===== config.mk =====
export PLATFORM = sky130hd
export DESIGN_NAME = i2c_register_master_top
export DESIGN_NICKNAME = d
export VERILOG_FILES = /design/src/i2crm_pkg.sv /design/src/i2crm_core.sv /design/src/i2c_register_master_top.sv
export SDC_FILE = /design/constraint.sdc
export NUM_CORES = 1
export LEC_CHECK = 0
export BUFFER_PORTS_ARGS = -buffer_cell sky130_fd_sc_hd__buf_2
export CAP_MARGIN = 30
export CORE_MARGIN = 5
export CORE_UTILIZATION = 60
export DETAILED_ROUTE_END_ITERATION = 10
export HOLD_SLACK_MARGIN = 0.15
export PLACE_DENSITY = 0.85
export SYNTH_ARGS = -nofsm -noshare
export SYNTH_HDL_FRONTEND = slang
export SYNTH_SLANG_ARGS = --single-unit

===== constraint.sdc =====
create_clock -name clk -period 3.7 [get_ports clk]
set_input_delay 0.925 -clock clk [delete_from_list [all_inputs] [get_ports clk]]
set_output_delay 0.925 -clock clk [all_outputs]
set_load 0.02 [all_outputs]

===== src/i2crm_pkg.sv =====
`timescale 1ns / 1ps
// ----------------------------------------------------------------------------
// I2C register master package
// Phase codes, transaction stages, item kinds and operations.
// ----------------------------------------------------------------------------
package i2crm_pkg;

  typedef enum logic [4:0] {
    PH_IDLE, PH_START1, PH_START2, PH_BITLOW, PH_BITHIGH, PH_BITTAIL,
    PH_ACKREL, PH_ACKHIGH, PH_ACKPOLL, PH_WAITDATA, PH_RDLOW, PH_RDHIGH,
    PH_MACKLOW, PH_MACKHIGH, PH_STOP1, PH_STOP2
  } phase_t;

  typedef enum logic [1:0] {ST_ADDR_W, ST_REG, ST_ADDR_R, ST_DATA} stage_t;

  localparam logic [1:0] KIND_CMD  = 2'd0;
  localparam logic [1:0] KIND_DATA = 2'd1;
  localparam logic [1:0] KIND_TICK = 2'd2;

  localparam logic [1:0] OP_WRITE = 2'd0;
  localparam logic [1:0] OP_READ  = 2'd1;
  localparam logic [1:0] OP_PROBE = 2'd2;

  localparam logic [1:0] CFG_ACK_TIMEOUT  = 2'd0;
  localparam logic [1:0] CFG_PHASE_LENGTH = 2'd1;

  localparam logic [7:0] ACK_TIMEOUT_RESET = 8'd250;

  typedef struct packed {
    logic [1:0] kind;
    logic [1:0] op;
    logic [6:0] dev_addr;
    logic [7:0] reg_addr;
    logic [7:0] length;
    logic [7:0] write_byte;
    logic       sda_in;
  } item_t;

  typedef struct packed {
    logic       scl_level;
    logic       sda_level;
    logic       busy_res;
    logic       need_data;
    logic       read_valid;
    logic [7:0] read_byte;
    logic       last;
    logic       done_res;
    logic       status;
  } result_t;

endpackage


===== src/i2crm_core.sv =====
`timescale 1ns / 1ps
// ----------------------------------------------------------------------------
// I2C register master core
// Bus sequencer: takes one registered item per cycle when stepped and computes the next
// bus state and the result for that item.
// ----------------------------------------------------------------------------
module i2crm_core
  import i2crm_pkg::*;
(
  input  logic       clk,
  input  logic       rst,
  input  logic       step,
  input  item_t      item,
  input  logic [7:0] ack_timeout,
  input  logic [7:0] phase_length,
  output result_t    res
);

  phase_t      phase, phase_next;
  stage_t      stage, stage_next;
  logic [2:0]  bit_count, bit_count_next;
  logic [7:0]  shift_byte, shift_byte_next;
  logic [7:0]  bytes_left, bytes_left_next;
  logic [1:0]  current_op, current_op_next;
  logic [6:0]  target_addr, target_addr_next;
  logic [7:0]  target_reg, target_reg_next;
  logic [7:0]  wait_count, wait_count_next;
  logic [9:0]  phase_ticks, phase_ticks_next;
  logic        scl, scl_next, sda, sda_next;
  logic        nack_flag, nack_flag_next;
  logic [9:0]  unit;
  logic [9:0]  ticks_dec;
  logic        rv, rl, rd;
  logic [7:0]  rb;

  assign unit = (phase_length == 8'd0) ? 10'd1 : {2'b00, phase_length};

  always_comb begin
    phase_next = phase; stage_next = stage; bit_count_next = bit_count;
    shift_byte_next = shift_byte; bytes_left_next = bytes_left;
    current_op_next = current_op; target_addr_next = target_addr;
    target_reg_next = target_reg; wait_count_next = wait_count;
    phase_ticks_next = phase_ticks; scl_next = scl; sda_next = sda;
    nack_flag_next = nack_flag;
    rv = 1'b0; rl = 1'b0; rd = 1'b0; rb = 8'd0;
    ticks_dec = (phase_ticks != 10'd0) ? phase_ticks - 10'd1 : phase_ticks;

    case (item.kind)
      KIND_CMD: begin
        if (phase == PH_IDLE && item.op != 2'd3) begin
          current_op_next = item.op; target_addr_next = item.dev_addr;
          target_reg_next = item.reg_addr; bytes_left_next = item.length;
          wait_count_next = 8'd0; nack_flag_next = 1'b0; stage_next = ST_ADDR_W;
          sda_next = 1'b1; scl_next = 1'b1;
          phase_next = PH_START1; phase_ticks_next = {unit[7:0], 2'b00};
        end
      end
      KIND_DATA: begin
        if (phase == PH_WAITDATA) begin
          stage_next = ST_DATA; bit_count_next = 3'd0; scl_next = 1'b0;
          sda_next = item.write_byte[7];
          shift_byte_next = {item.write_byte[6:0], 1'b0};
          phase_next = PH_BITLOW; phase_ticks_next = {unit[8:0], 1'b0};
        end
      end
      KIND_TICK: begin
        if (phase == PH_ACKPOLL) begin
          // Low SDA is an ACK; a missed ACK on register or address+R bytes
          // is treated the same as an ACK.
          if (item.sda_in == 1'b0 || wait_count >= ack_timeout) begin
            if (item.sda_in != 1'b0 && (stage == ST_ADDR_W || stage == ST_DATA)) begin
              nack_flag_next = 1'b1; scl_next = 1'b0; sda_next = 1'b0;
              phase_next = PH_STOP1; phase_ticks_next = {unit[7:0], 2'b00};
            end else begin
              scl_next = 1'b0;
              case (stage)
                ST_ADDR_W: begin
                  if (current_op == OP_PROBE) begin
                    sda_next = 1'b0;
                    phase_next = PH_STOP1; phase_ticks_next = {unit[7:0], 2'b00};
                  end else begin
                    stage_next = ST_REG; bit_count_next = 3'd0;
                    sda_next = target_reg[7];
                    shift_byte_next = {target_reg[6:0], 1'b0};
                    phase_next = PH_BITLOW; phase_ticks_next = {unit[8:0], 1'b0};
                  end
                end
                ST_REG: begin
                  if (current_op == OP_WRITE) begin
                    if (bytes_left == 8'd0) begin
                      sda_next = 1'b0;
                      phase_next = PH_STOP1; phase_ticks_next = {unit[7:0], 2'b00};
                    end else begin
                      phase_next = PH_WAITDATA;
                    end
                  end else begin
                    stage_next = ST_ADDR_R; sda_next = 1'b1; scl_next = 1'b1;
                    phase_next = PH_START1; phase_ticks_next = {unit[7:0], 2'b00};
                  end
                end
                ST_ADDR_R: begin
                  sda_next = (bytes_left == 8'd0) ? 1'b0 : 1'b1;
                  bit_count_next = (bytes_left == 8'd0) ? bit_count : 3'd0;
                  shift_byte_next = (bytes_left == 8'd0) ? shift_byte : 8'd0;
                  phase_next = (bytes_left == 8'd0) ? PH_STOP1 : PH_RDLOW;
                  phase_ticks_next = (bytes_left == 8'd0) ? {unit[7:0], 2'b00}
                                                          : {unit[8:0], 1'b0};
                end
                default: begin
                  if (bytes_left <= 8'd1) begin
                    bytes_left_next = 8'd0; sda_next = 1'b0;
                    phase_next = PH_STOP1; phase_ticks_next = {unit[7:0], 2'b00};
                  end else begin
                    bytes_left_next = bytes_left - 8'd1;
                    phase_next = PH_WAITDATA;
                  end
                end
              endcase
            end
          end else begin
            wait_count_next = wait_count + 8'd1;
          end
        end else if (phase != PH_IDLE && phase != PH_WAITDATA) begin
          phase_ticks_next = ticks_dec;
          if (ticks_dec == 10'd0) begin
            case (phase)
              PH_START1: begin
                sda_next = 1'b0; phase_next = PH_START2;
                phase_ticks_next = {unit[7:0], 2'b00};
              end
              PH_START2: begin
                scl_next = 1'b0; bit_count_next = 3'd0;
                sda_next = target_addr[6];
                shift_byte_next = {target_addr[5:0], (stage == ST_ADDR_R), 1'b0};
                phase_next = PH_BITLOW; phase_ticks_next = {unit[8:0], 1'b0};
              end
              PH_BITLOW: begin
                scl_next = 1'b1; phase_next = PH_BITHIGH;
                phase_ticks_next = {unit[8:0], 1'b0};
              end
              PH_BITHIGH: begin
                scl_next = 1'b0; phase_next = PH_BITTAIL;
                phase_ticks_next = {unit[8:0], 1'b0};
              end
              PH_BITTAIL: begin
                if (bit_count == 3'd7) begin
                  sda_next = 1'b1; phase_next = PH_ACKREL; phase_ticks_next = unit;
                end else begin
                  bit_count_next = bit_count + 3'd1;
                  sda_next = shift_byte[7];
                  shift_byte_next = {shift_byte[6:0], 1'b0};
                  phase_next = PH_BITLOW; phase_ticks_next = {unit[8:0], 1'b0};
                end
              end
              PH_ACKREL: begin
                scl_next = 1'b1; wait_count_next = 8'd0;
                phase_next = PH_ACKHIGH; phase_ticks_next = unit;
              end
              PH_ACKHIGH: phase_next = PH_ACKPOLL;
              PH_RDLOW: begin
                scl_next = 1'b1;
                shift_byte_next = {shift_byte[6:0], item.sda_in};
                if (bit_count == 3'd7) begin
                  rv = 1'b1; rb = {shift_byte[6:0], item.sda_in};
                  rl = (bytes_left == 8'd1);
                end
                phase_next = PH_RDHIGH; phase_ticks_next = unit;
              end
              PH_RDHIGH: begin
                scl_next = 1'b0;
                if (bit_count == 3'd7) begin
                  sda_next = (bytes_left <= 8'd1);
                  phase_next = PH_MACKLOW;
                end else begin
                  bit_count_next = bit_count + 3'd1;
                  phase_next = PH_RDLOW;
                end
                phase_ticks_next = {unit[8:0], 1'b0};
              end
              PH_MACKLOW: begin
                scl_next = 1'b1; phase_next = PH_MACKHIGH;
                phase_ticks_next = {unit[8:0], 1'b0};
              end
              PH_MACKHIGH: begin
                scl_next = 1'b0;
                if (bytes_left <= 8'd1) begin
                  bytes_left_next = 8'd0; sda_next = 1'b0;
                  phase_next = PH_STOP1; phase_ticks_next = {unit[7:0], 2'b00};
                end else begin
                  bytes_left_next = bytes_left - 8'd1;
                  sda_next = 1'b1; bit_count_next = 3'd0; shift_byte_next = 8'd0;
                  phase_next = PH_RDLOW; phase_ticks_next = {unit[8:0], 1'b0};
                end
              end
              PH_STOP1: begin
                scl_next = 1'b1; sda_next = 1'b1; phase_next = PH_STOP2;
                phase_ticks_next = {unit[7:0], 2'b00};
              end
              PH_STOP2: begin
                phase_next = PH_IDLE; rd = 1'b1;
              end
              default: phase_next = PH_IDLE;
            endcase
          end
        end
      end
      default: ;
    endcase
  end

  always_ff @(posedge clk) begin
    if (rst) begin
      phase <= PH_IDLE; stage <= ST_ADDR_W; bit_count <= 3'd0;
      shift_byte <= 8'd0; bytes_left <= 8'd0; current_op <= 2'd0;
      target_addr <= 7'd0; target_reg <= 8'd0; wait_count <= 8'd0;
      phase_ticks <= 10'd0; scl <= 1'b1; sda <= 1'b1; nack_flag <= 1'b0;
    end else if (step) begin
      phase <= phase_next; stage <= stage_next; bit_count <= bit_count_next;
      shift_byte <= shift_byte_next; bytes_left <= bytes_left_next;
      current_op <= current_op_next; target_addr <= target_addr_next;
      target_reg <= target_reg_next; wait_count <= wait_count_next;
      phase_ticks <= phase_ticks_next; scl <= scl_next; sda <= sda_next;
      nack_flag <= nack_flag_next;
    end
  end

  always_comb begin
    res.scl_level  = scl_next;
    res.sda_level  = sda_next;
    res.busy_res   = (phase_next != PH_IDLE);
    res.need_data  = (phase_next == PH_WAITDATA);
    res.read_valid = rv;
    res.read_byte  = rb;
    res.last       = rl;
    res.done_res   = rd;
    res.status     = rd & nack_flag_next;
  end

endmodule


===== src/i2c_register_master_top.sv =====
`timescale 1ns / 1ps
// ----------------------------------------------------------------------------
// I2C register master top level
// Input register, bus sequencer and output register with configuration port.
// ----------------------------------------------------------------------------
// Every item (command, write byte or tick) yields exactly one result. An item
// is taken into an input register, handled by the sequencer once the output
// register is free, and its result is held in an output register; one item per
// clock is sustained while out_stall is low, and a waiting result does not block
// a new transfer as long as the output register is emptied in the same cycle.
module i2c_register_master_top
  import i2crm_pkg::*;
(
  input  logic       clk,
  input  logic       rst,
  input  logic       in_valid,
  output logic       in_stall,
  input  logic [1:0] kind,
  input  logic [1:0] op,
  input  logic [6:0] dev_addr,
  input  logic [7:0] reg_addr,
  input  logic [7:0] length,
  input  logic [7:0] write_byte,
  input  logic       sda_in,
  output logic       out_valid,
  input  logic       out_stall,
  output logic       scl_level,
  output logic       sda_level,
  output logic       busy_res,
  output logic       need_data,
  output logic       read_valid,
  output logic [7:0] read_byte,
  output logic       last,
  output logic       done_res,
  output logic       status,
  input  logic       cfg_valid,
  output logic       cfg_ready,
  input  logic [1:0] cfg_index,
  input  logic [7:0] cfg_data
);

  logic [7:0] ack_timeout, phase_length;
  item_t      item;
  logic       item_valid;
  result_t    res, res_reg;
  logic       step, out_free;

  assign cfg_ready = 1'b1;
  assign out_free  = !out_valid || !out_stall;
  assign step      = item_valid && out_free;
  assign in_stall  = item_valid && !out_free;

  always_ff @(posedge clk) begin
    if (rst) begin
      ack_timeout  <= ACK_TIMEOUT_RESET;
      phase_length <= 8'd1;
    end else if (cfg_valid) begin
      if (cfg_index == CFG_ACK_TIMEOUT) ack_timeout <= cfg_data;
      else if (cfg_index == CFG_PHASE_LENGTH) phase_length <= cfg_data;
    end
  end

  always_ff @(posedge clk) begin
    if (rst) begin
      item_valid <= 1'b0;
    end else if (!in_stall) begin
      item_valid <= in_valid;
    end
  end

  always_ff @(posedge clk) begin
    if (in_valid && !in_stall) begin
      item <= '{kind, op, dev_addr, reg_addr, length, write_byte, sda_in};
    end
  end

  i2crm_core u_core (
    .clk, .rst, .step, .item, .ack_timeout, .phase_length, .res
  );

  always_ff @(posedge clk) begin
    if (rst) begin
      out_valid <= 1'b0;
    end else if (out_free) begin
      out_valid <= step;
    end
  end

  always_ff @(posedge clk) begin
    if (step) res_reg <= res;
  end

  assign scl_level  = res_reg.scl_level;
  assign sda_level  = res_reg.sda_level;
  assign busy_res   = res_reg.busy_res;
  assign need_data  = res_reg.need_data;
  assign read_valid = res_reg.read_valid;
  assign read_byte  = res_reg.read_byte;
  assign last       = res_reg.last;
  assign done_res   = res_reg.done_res;
  assign status     = res_reg.status;

endmodule


# After elaboration in Yosys (flattened, before gate mapping)
# Cells that the tools add are included.
totals:
  reg_bits: 134
  input_bits: 51
  output_inout_bits: 19
  wordCells: 274
classes:
  addsub: 4
  magnitude_cmp: 2
  eq_ne: 53
  n_mux: 129
  n_bitwise: 8
  reduce_logical: 45
op_table:
  columns: ["operator", "n"]
  rows:
  - ["$mux 8", 26]
  - ["$mux 10", 15]
  - ["$pmux 8 s2", 4]
  - ["$pmux 10 s3", 2]
  - ["$pmux 5 s12", 1]
  - ["$pmux 10 s5", 1]
  - ["$mux 3", 16]
  - ["$eq 5x4->1 const B", 9]
  - ["$mux 5", 7]
  - ["$mux 1", 34]
  - ["$pmux 8 s4", 1]
  - ["$pmux 5 s3", 2]
  - ["$reduce_and 13->1", 2]
  - ["$eq 5x3->1 const B", 4]
  - ["$ne 3x3->1 const B", 6]
  - ["$logic_not 8->1", 2]
  - ["$reduce_or 5->1", 3]
  - ["$mux 2", 7]
  - ["$ne 4x3->1 const B", 3]
  - ["$ne 4x4->1 const B", 3]
  - ["$pmux 3 s2", 2]
  - ["$eq 5x2->1 const B", 2]
  - ["$logic_not 10->1", 1]
  - ["$reduce_and 10->1", 1]
  - ["47 further kinds", 87]

# Depth between registers and ports, before layout
depth:
  depth_word: 9
  ltp_mapped: 12
  mapped_depth_nobuf: 10

# By module
# Synthesis repeated with hierarchy kept, for this count alone.
unflattened:
  hier_cells: 928
  area_unflattened_um2: 7952.6
by_module_without_submodules:
  columns: ["mod", "instances", "cells_each", "area_each_um2", "seq_area_each_um2"]
  rows:
  - ["i2crm_core", 1, 794, 5609.1, 1281.2]
  - ["i2c_register_master_top", 1, 134, 2343.5, 1921.8]

# Worst setup path after synthesis
# Ideal clock, no wire load.
synth_timing:
  path_kind: "input port to flip-flop"
  from: "input port out_stall"
  to: "register item[0] (netlist name)"
  setup_ns: 0.433
  arrival_time_ns: 2.835
  required_time_ns: 3.267
  slack_ns: 0.432
  path_stages: 2
  n_path_buf: 0
  path_cell_list: "and3_1 -> nor2b_1"
synth_via:
  elab_chain_len: 6
synth_lines:
  columns: ["element", "line", "source"]
  rows:
  - ["start: declaration", "i2c_register_master_top.sv:26", "input logic out_stall,"]
  - ["$logic_not 1->1", "i2c_register_master_top.sv:49", "assign out_free = !out_valid || !out_stall;"]
  - ["$logic_or 1x1->1", "i2c_register_master_top.sv:49", null]
  - ["$logic_not 1->1", "i2c_register_master_top.sv:51", "assign in_stall = item_valid && !out_free;"]
  - ["$logic_and 1x1->1", "i2c_register_master_top.sv:51", null]
  - ["$logic_not 1->1", "i2c_register_master_top.sv:72", "if (in_valid && !in_stall) begin"]
  - ["$logic_and 1x1->1", "i2c_register_master_top.sv:72", null]
# Every way passes these cells.
# A chain may end at the register's enable or synchronous reset.

# Worst setup path in the final report
layout_timing:
  from: "register u_core.phase_ticks[0]"
  to: "register u_core.shift_byte[2]"
layout_via:
  elab_chain_len: 5
  elab_cells_between_ends: 6
  cone_classes: "1 x add/sub; 1 x eq/ne; 1 x mux; 3 x reduce/logical"
layout_lines:
  columns: ["element", "line", "source"]
  rows:
  - ["start: declaration", "i2crm_core.sv:28", "logic [9:0] phase_ticks, phase_ticks_next;"]
  - ["start signal: assignment", "i2crm_core.sv:222", "phase_ticks <= phase_ticks_next; scl <= scl_next; sda <= sda_next;"]
  - ["$sub 10x1->10 or $reduce_bool 10->1 (tied branches)", "i2crm_core.sv:46", "ticks_dec = (phase_ticks != 10'd0) ? phase_ticks - 10'd1 : phase_ticks;"]
  - ["$mux 10 (*)", "i2crm_core.sv:46", null]
  - ["$logic_not 10->1 (*)", "i2crm_core.sv:125", "if (ticks_dec == 10'd0) begin"]
  - ["$ne 3x1->1 (no line) (*)", null, null]
  - ["$reduce_and 13->1 (no line) (*)", null, null]
  - ["end signal: assignment", "i2crm_core.sv:219", "shift_byte <= shift_byte_next; bytes_left <= bytes_left_next;"]
  - ["end: declaration", "i2crm_core.sv:22", "logic [7:0] shift_byte, shift_byte_next;"]
# Mark *: on every way between the ends. The rest lies on a longest branch, timed or not.

==> impl_metrics.env <==
export IMPL_fin_cells=1122
export IMPL_ys_ff_latch=134
export IMPL_p_switching_mw=1.07
export IMPL_grt_max_degree=40
export IMPL_drc=1
export IMPL_reg_top3="item: 36 flops, u_core.phase_ticks: 10 flops"
export IMPL_critical_path_class="register to register"
export IMPL_postSynth_asyncResetShare_pct=0
export IMPL_grt_pass1_vias=6602
export IMPL_place_hpwl_um=14300
export IMPL_rows=41
export IMPL_grt_total_usage_pct=27.4
export IMPL_drive_gt1_share_pct=16.0
export IMPL_synth_edff_count=52
export IMPL_max_slew_margin_pct=39.4
export IMPL_drt_iter0_drc=1132
export IMPL_worstHoldPathCells=2
export IMPL_worstMarginPinSlew_ns=0.907
export IMPL_maxCapViolations=0
export IMPL_pwr_share_comb_pct=13.2
export IMPL_p_leak_nw=3.46
export IMPL_ctsHoldBuffers=0
export IMPL_syn_area_per_cell_um2=8.69
export IMPL_cts_root_buf="clkbuf_16"
export IMPL_io_buffers=68
export IMPL_violations="DRC"
export IMPL_die_area_um2=15200
export IMPL_cts_tree="yes"
export IMPL_status="finished, violations left"
export IMPL_wirelength_um=20700
export IMPL_die_w_um=123
export IMPL_nNetsFinal=1012
export IMPL_finalPower_mw=3.92
export IMPL_end_kind="register"
export IMPL_p_int_mw=2.85
export IMPL_wire_per_inst_um=18.5
export IMPL_grt_overflow_total=0
export IMPL_seqPwrFrac_pct=41.5
export IMPL_dp_cells=1090
export IMPL_ir_worst_vdd_mv=0.478
export IMPL_cts_sinks=134
export IMPL_cp_slowest_cell="nor3b_1"
export IMPL_fin_worst_skew_ns=0.00799
export IMPL_clock_latency_ns=0.44
export IMPL_syn_to_final_growth_pct=14.4
export IMPL_setup_violations=0
export IMPL_reg2regPathDepth=11
export IMPL_antenna_found_initial=0
export IMPL_cts_buffer_depth=2
export IMPL_viasPerCell=6.51
export IMPL_finalCritPeriodShare_pct=85.4
export IMPL_max_freq_ghz=0.317
export IMPL_coreArea_um2=12600
export IMPL_drv_slew=0
export IMPL_n_antenna_cell=0
export IMPL_sw_frac_of_total_pct=27.2
export IMPL_cp_start_kind="register"
export IMPL_postCtsSetupBuffers=0
export IMPL_synth_main_ff_cell="dfxtp_1"
export IMPL_syn_area_um2=7690
export IMPL_synth_fp_nets=960
export IMPL_top_register="item"
export IMPL_start_util_pct=61.0
export IMPL_min_period_ns=3.16
export IMPL_holdCritPathClass="register to register"
export IMPL_cts_buffers=17
export IMPL_cp_arrival_ns=3.47
export IMPL_cp_cell_sequence="inv_1 -> ha_1 -> nor3b_1 -> nand3_1 -> o21ai_0 -> nand4bb_1 -> buf_4 -> a211oi_1 -> o221a_2 -> mux2i_1 -> nor2_1"
export IMPL_rsz0062_at_grt="no"
export IMPL_place_congestion=0.999
export IMPL_finalSetupTns_ns=0
export IMPL_ys_types=82
export IMPL_cts_max_level=4
export IMPL_cp_max_fo=16
export IMPL_die_height_um=123
export IMPL_p_clk_share_pct=45.2
export IMPL_synth_seq_area_share_pct=41.6
export IMPL_finalHoldViolCount=0
export IMPL_critPathRequiredTime_ns=4.01
export IMPL_drtPass1Iterations=11
export IMPL_syn_inst=885
export IMPL_largest_register_ffs=36
export IMPL_powerDensity_nw_per_um2=446
export IMPL_cp_slowest_stage_delay_ns=0.58
export IMPL_ctsResizeCount=0
export IMPL_grt_pass1_wl_um=32700
export IMPL_vias=7300
export IMPL_yosysWarnings=0
export IMPL_ant_nets=0
export IMPL_ios=70
export IMPL_cts_clk_slew_worst_paths_ns=0.06
-- worst paths after layout --
kind                      endpoint  slack, ns                   from
max           u_core.shift_byte[2]       0.54  u_core.phase_ticks[0]
min          u_core.target_addr[2]       0.48  u_core.target_addr[2]
max reg2reg   u_core.shift_byte[2]       0.54  u_core.phase_ticks[0]
min reg2reg  u_core.target_addr[2]       0.48  u_core.target_addr[2]
-- per-layer routing --
layer	track usage [%]	routed length [um]
met1	37.0	8290
met3	6.82	2110
met5	0	0
met2	42.6	9640
met4	10.2	665
-- through the flow --
step                      hold WS (ns)  util, %  setup slack (ns)  instance area, um^2
final                            0.477     69.7             0.542                 8800
after global routing             0.491     69.7             0.368                 8800
after CTS                        0.473     69.7             0.622                 8800
after detailed placement         0.449     64.8             0.727                 8180
after global placement           0.445     64.8             0.765                 8180
after floorplan                  0.436        -             0.432                 7690
-- power groups by stage --
stage / registers (mW) / clock network (mW) / logic [mW]
floorplan: 1.66 / 0 / 0.361
global route: 1.63 / 1.86 / 0.557
CTS: 1.63 / 1.78 / 0.506
finish: 1.63 / 1.77 / 0.519
detailed placement: 1.66 / 0 / 0.500
global placement: 1.66 / 0 / 0.493
-- synthesized netlist by cell type, types with 12 or more instances --
master    instances  area, um^2
nor3_1           20         100
dfxtp_1          82        1640
clkbuf_1         42         158
mux2i_1          26         260
nand2_1          90         338
a21oi_1          83         415
nor2_1           80         300
a211oi_1         12        90.1
ha_1             24         300
a31oi_1          15        93.8
edfxtp_1         52        1560
o21ai_0          45         225
nand3_1          44         220
inv_1            27         101
o211ai_1         14         105
nand4_1          13        81.3
-- critical path, delay by kind of cell, from the launching register on --
| kind | cells | cell delay [ns] |
|---|---|---|
| buffers and inverters | 2 | 0.37 |
| adder cells (fa/ha/maj) | 1 | 0.20 |
| AO/OA/AOI/OAI | 3 | 0.86 |
| multiplexers | 1 | 0.25 |
| flip-flops | 1 | 0.36 |
| AND/OR/NAND/NOR | 4 | 0.99 |
-- cell usage in the layout (no fill, tap or decap), types with 9 or more instances in the layout --
cell and instances:
nand2_1 90, a21oi_1 83, dfxtp_1 82, nor2_1 80, buf_2 68, edfxtp_1 52, o21ai_0 45, nand3_1 44
inv_1 27, mux2i_1 26, buf_4 25, ha_1 24, nor3_1 19, clkbuf_16 17, a31oi_1 15, o211ai_1 14
nand4_1 13, a211oi_1 12, a21o_1 11, nand2b_1 9, xor2_1 9, nor3b_1 9, and2_1 9
-- layout make-up --
| type | count | area, um^2 |
|---|---|---|
| Sequential cell | 134 | 3200 |
| Inverter | 30 | 113 |
| Timing Repair Buffer | 93 | 528 |
| Tap cell | 172 | 215 |
| Multi-Input combinational cell | 661 | 4120 |
| Clock buffer | 17 | 425 |
| Fill cell | 967 | 3820 |
| Clock inverter | 15 | 193 |
-- cells by family after synthesis --
group,share of synthesized area [%]
multiplexers,3.58
buffers and inverters,4.96
flip-flops,41.6
AO/OA/AOI/OAI,23.1
adder cells (fa/ha/maj),3.90
other,0.0487
AND/OR/NAND/NOR,21.4
XOR/XNOR,1.37
No activity file was read; power rests on OpenSTA's default activity.
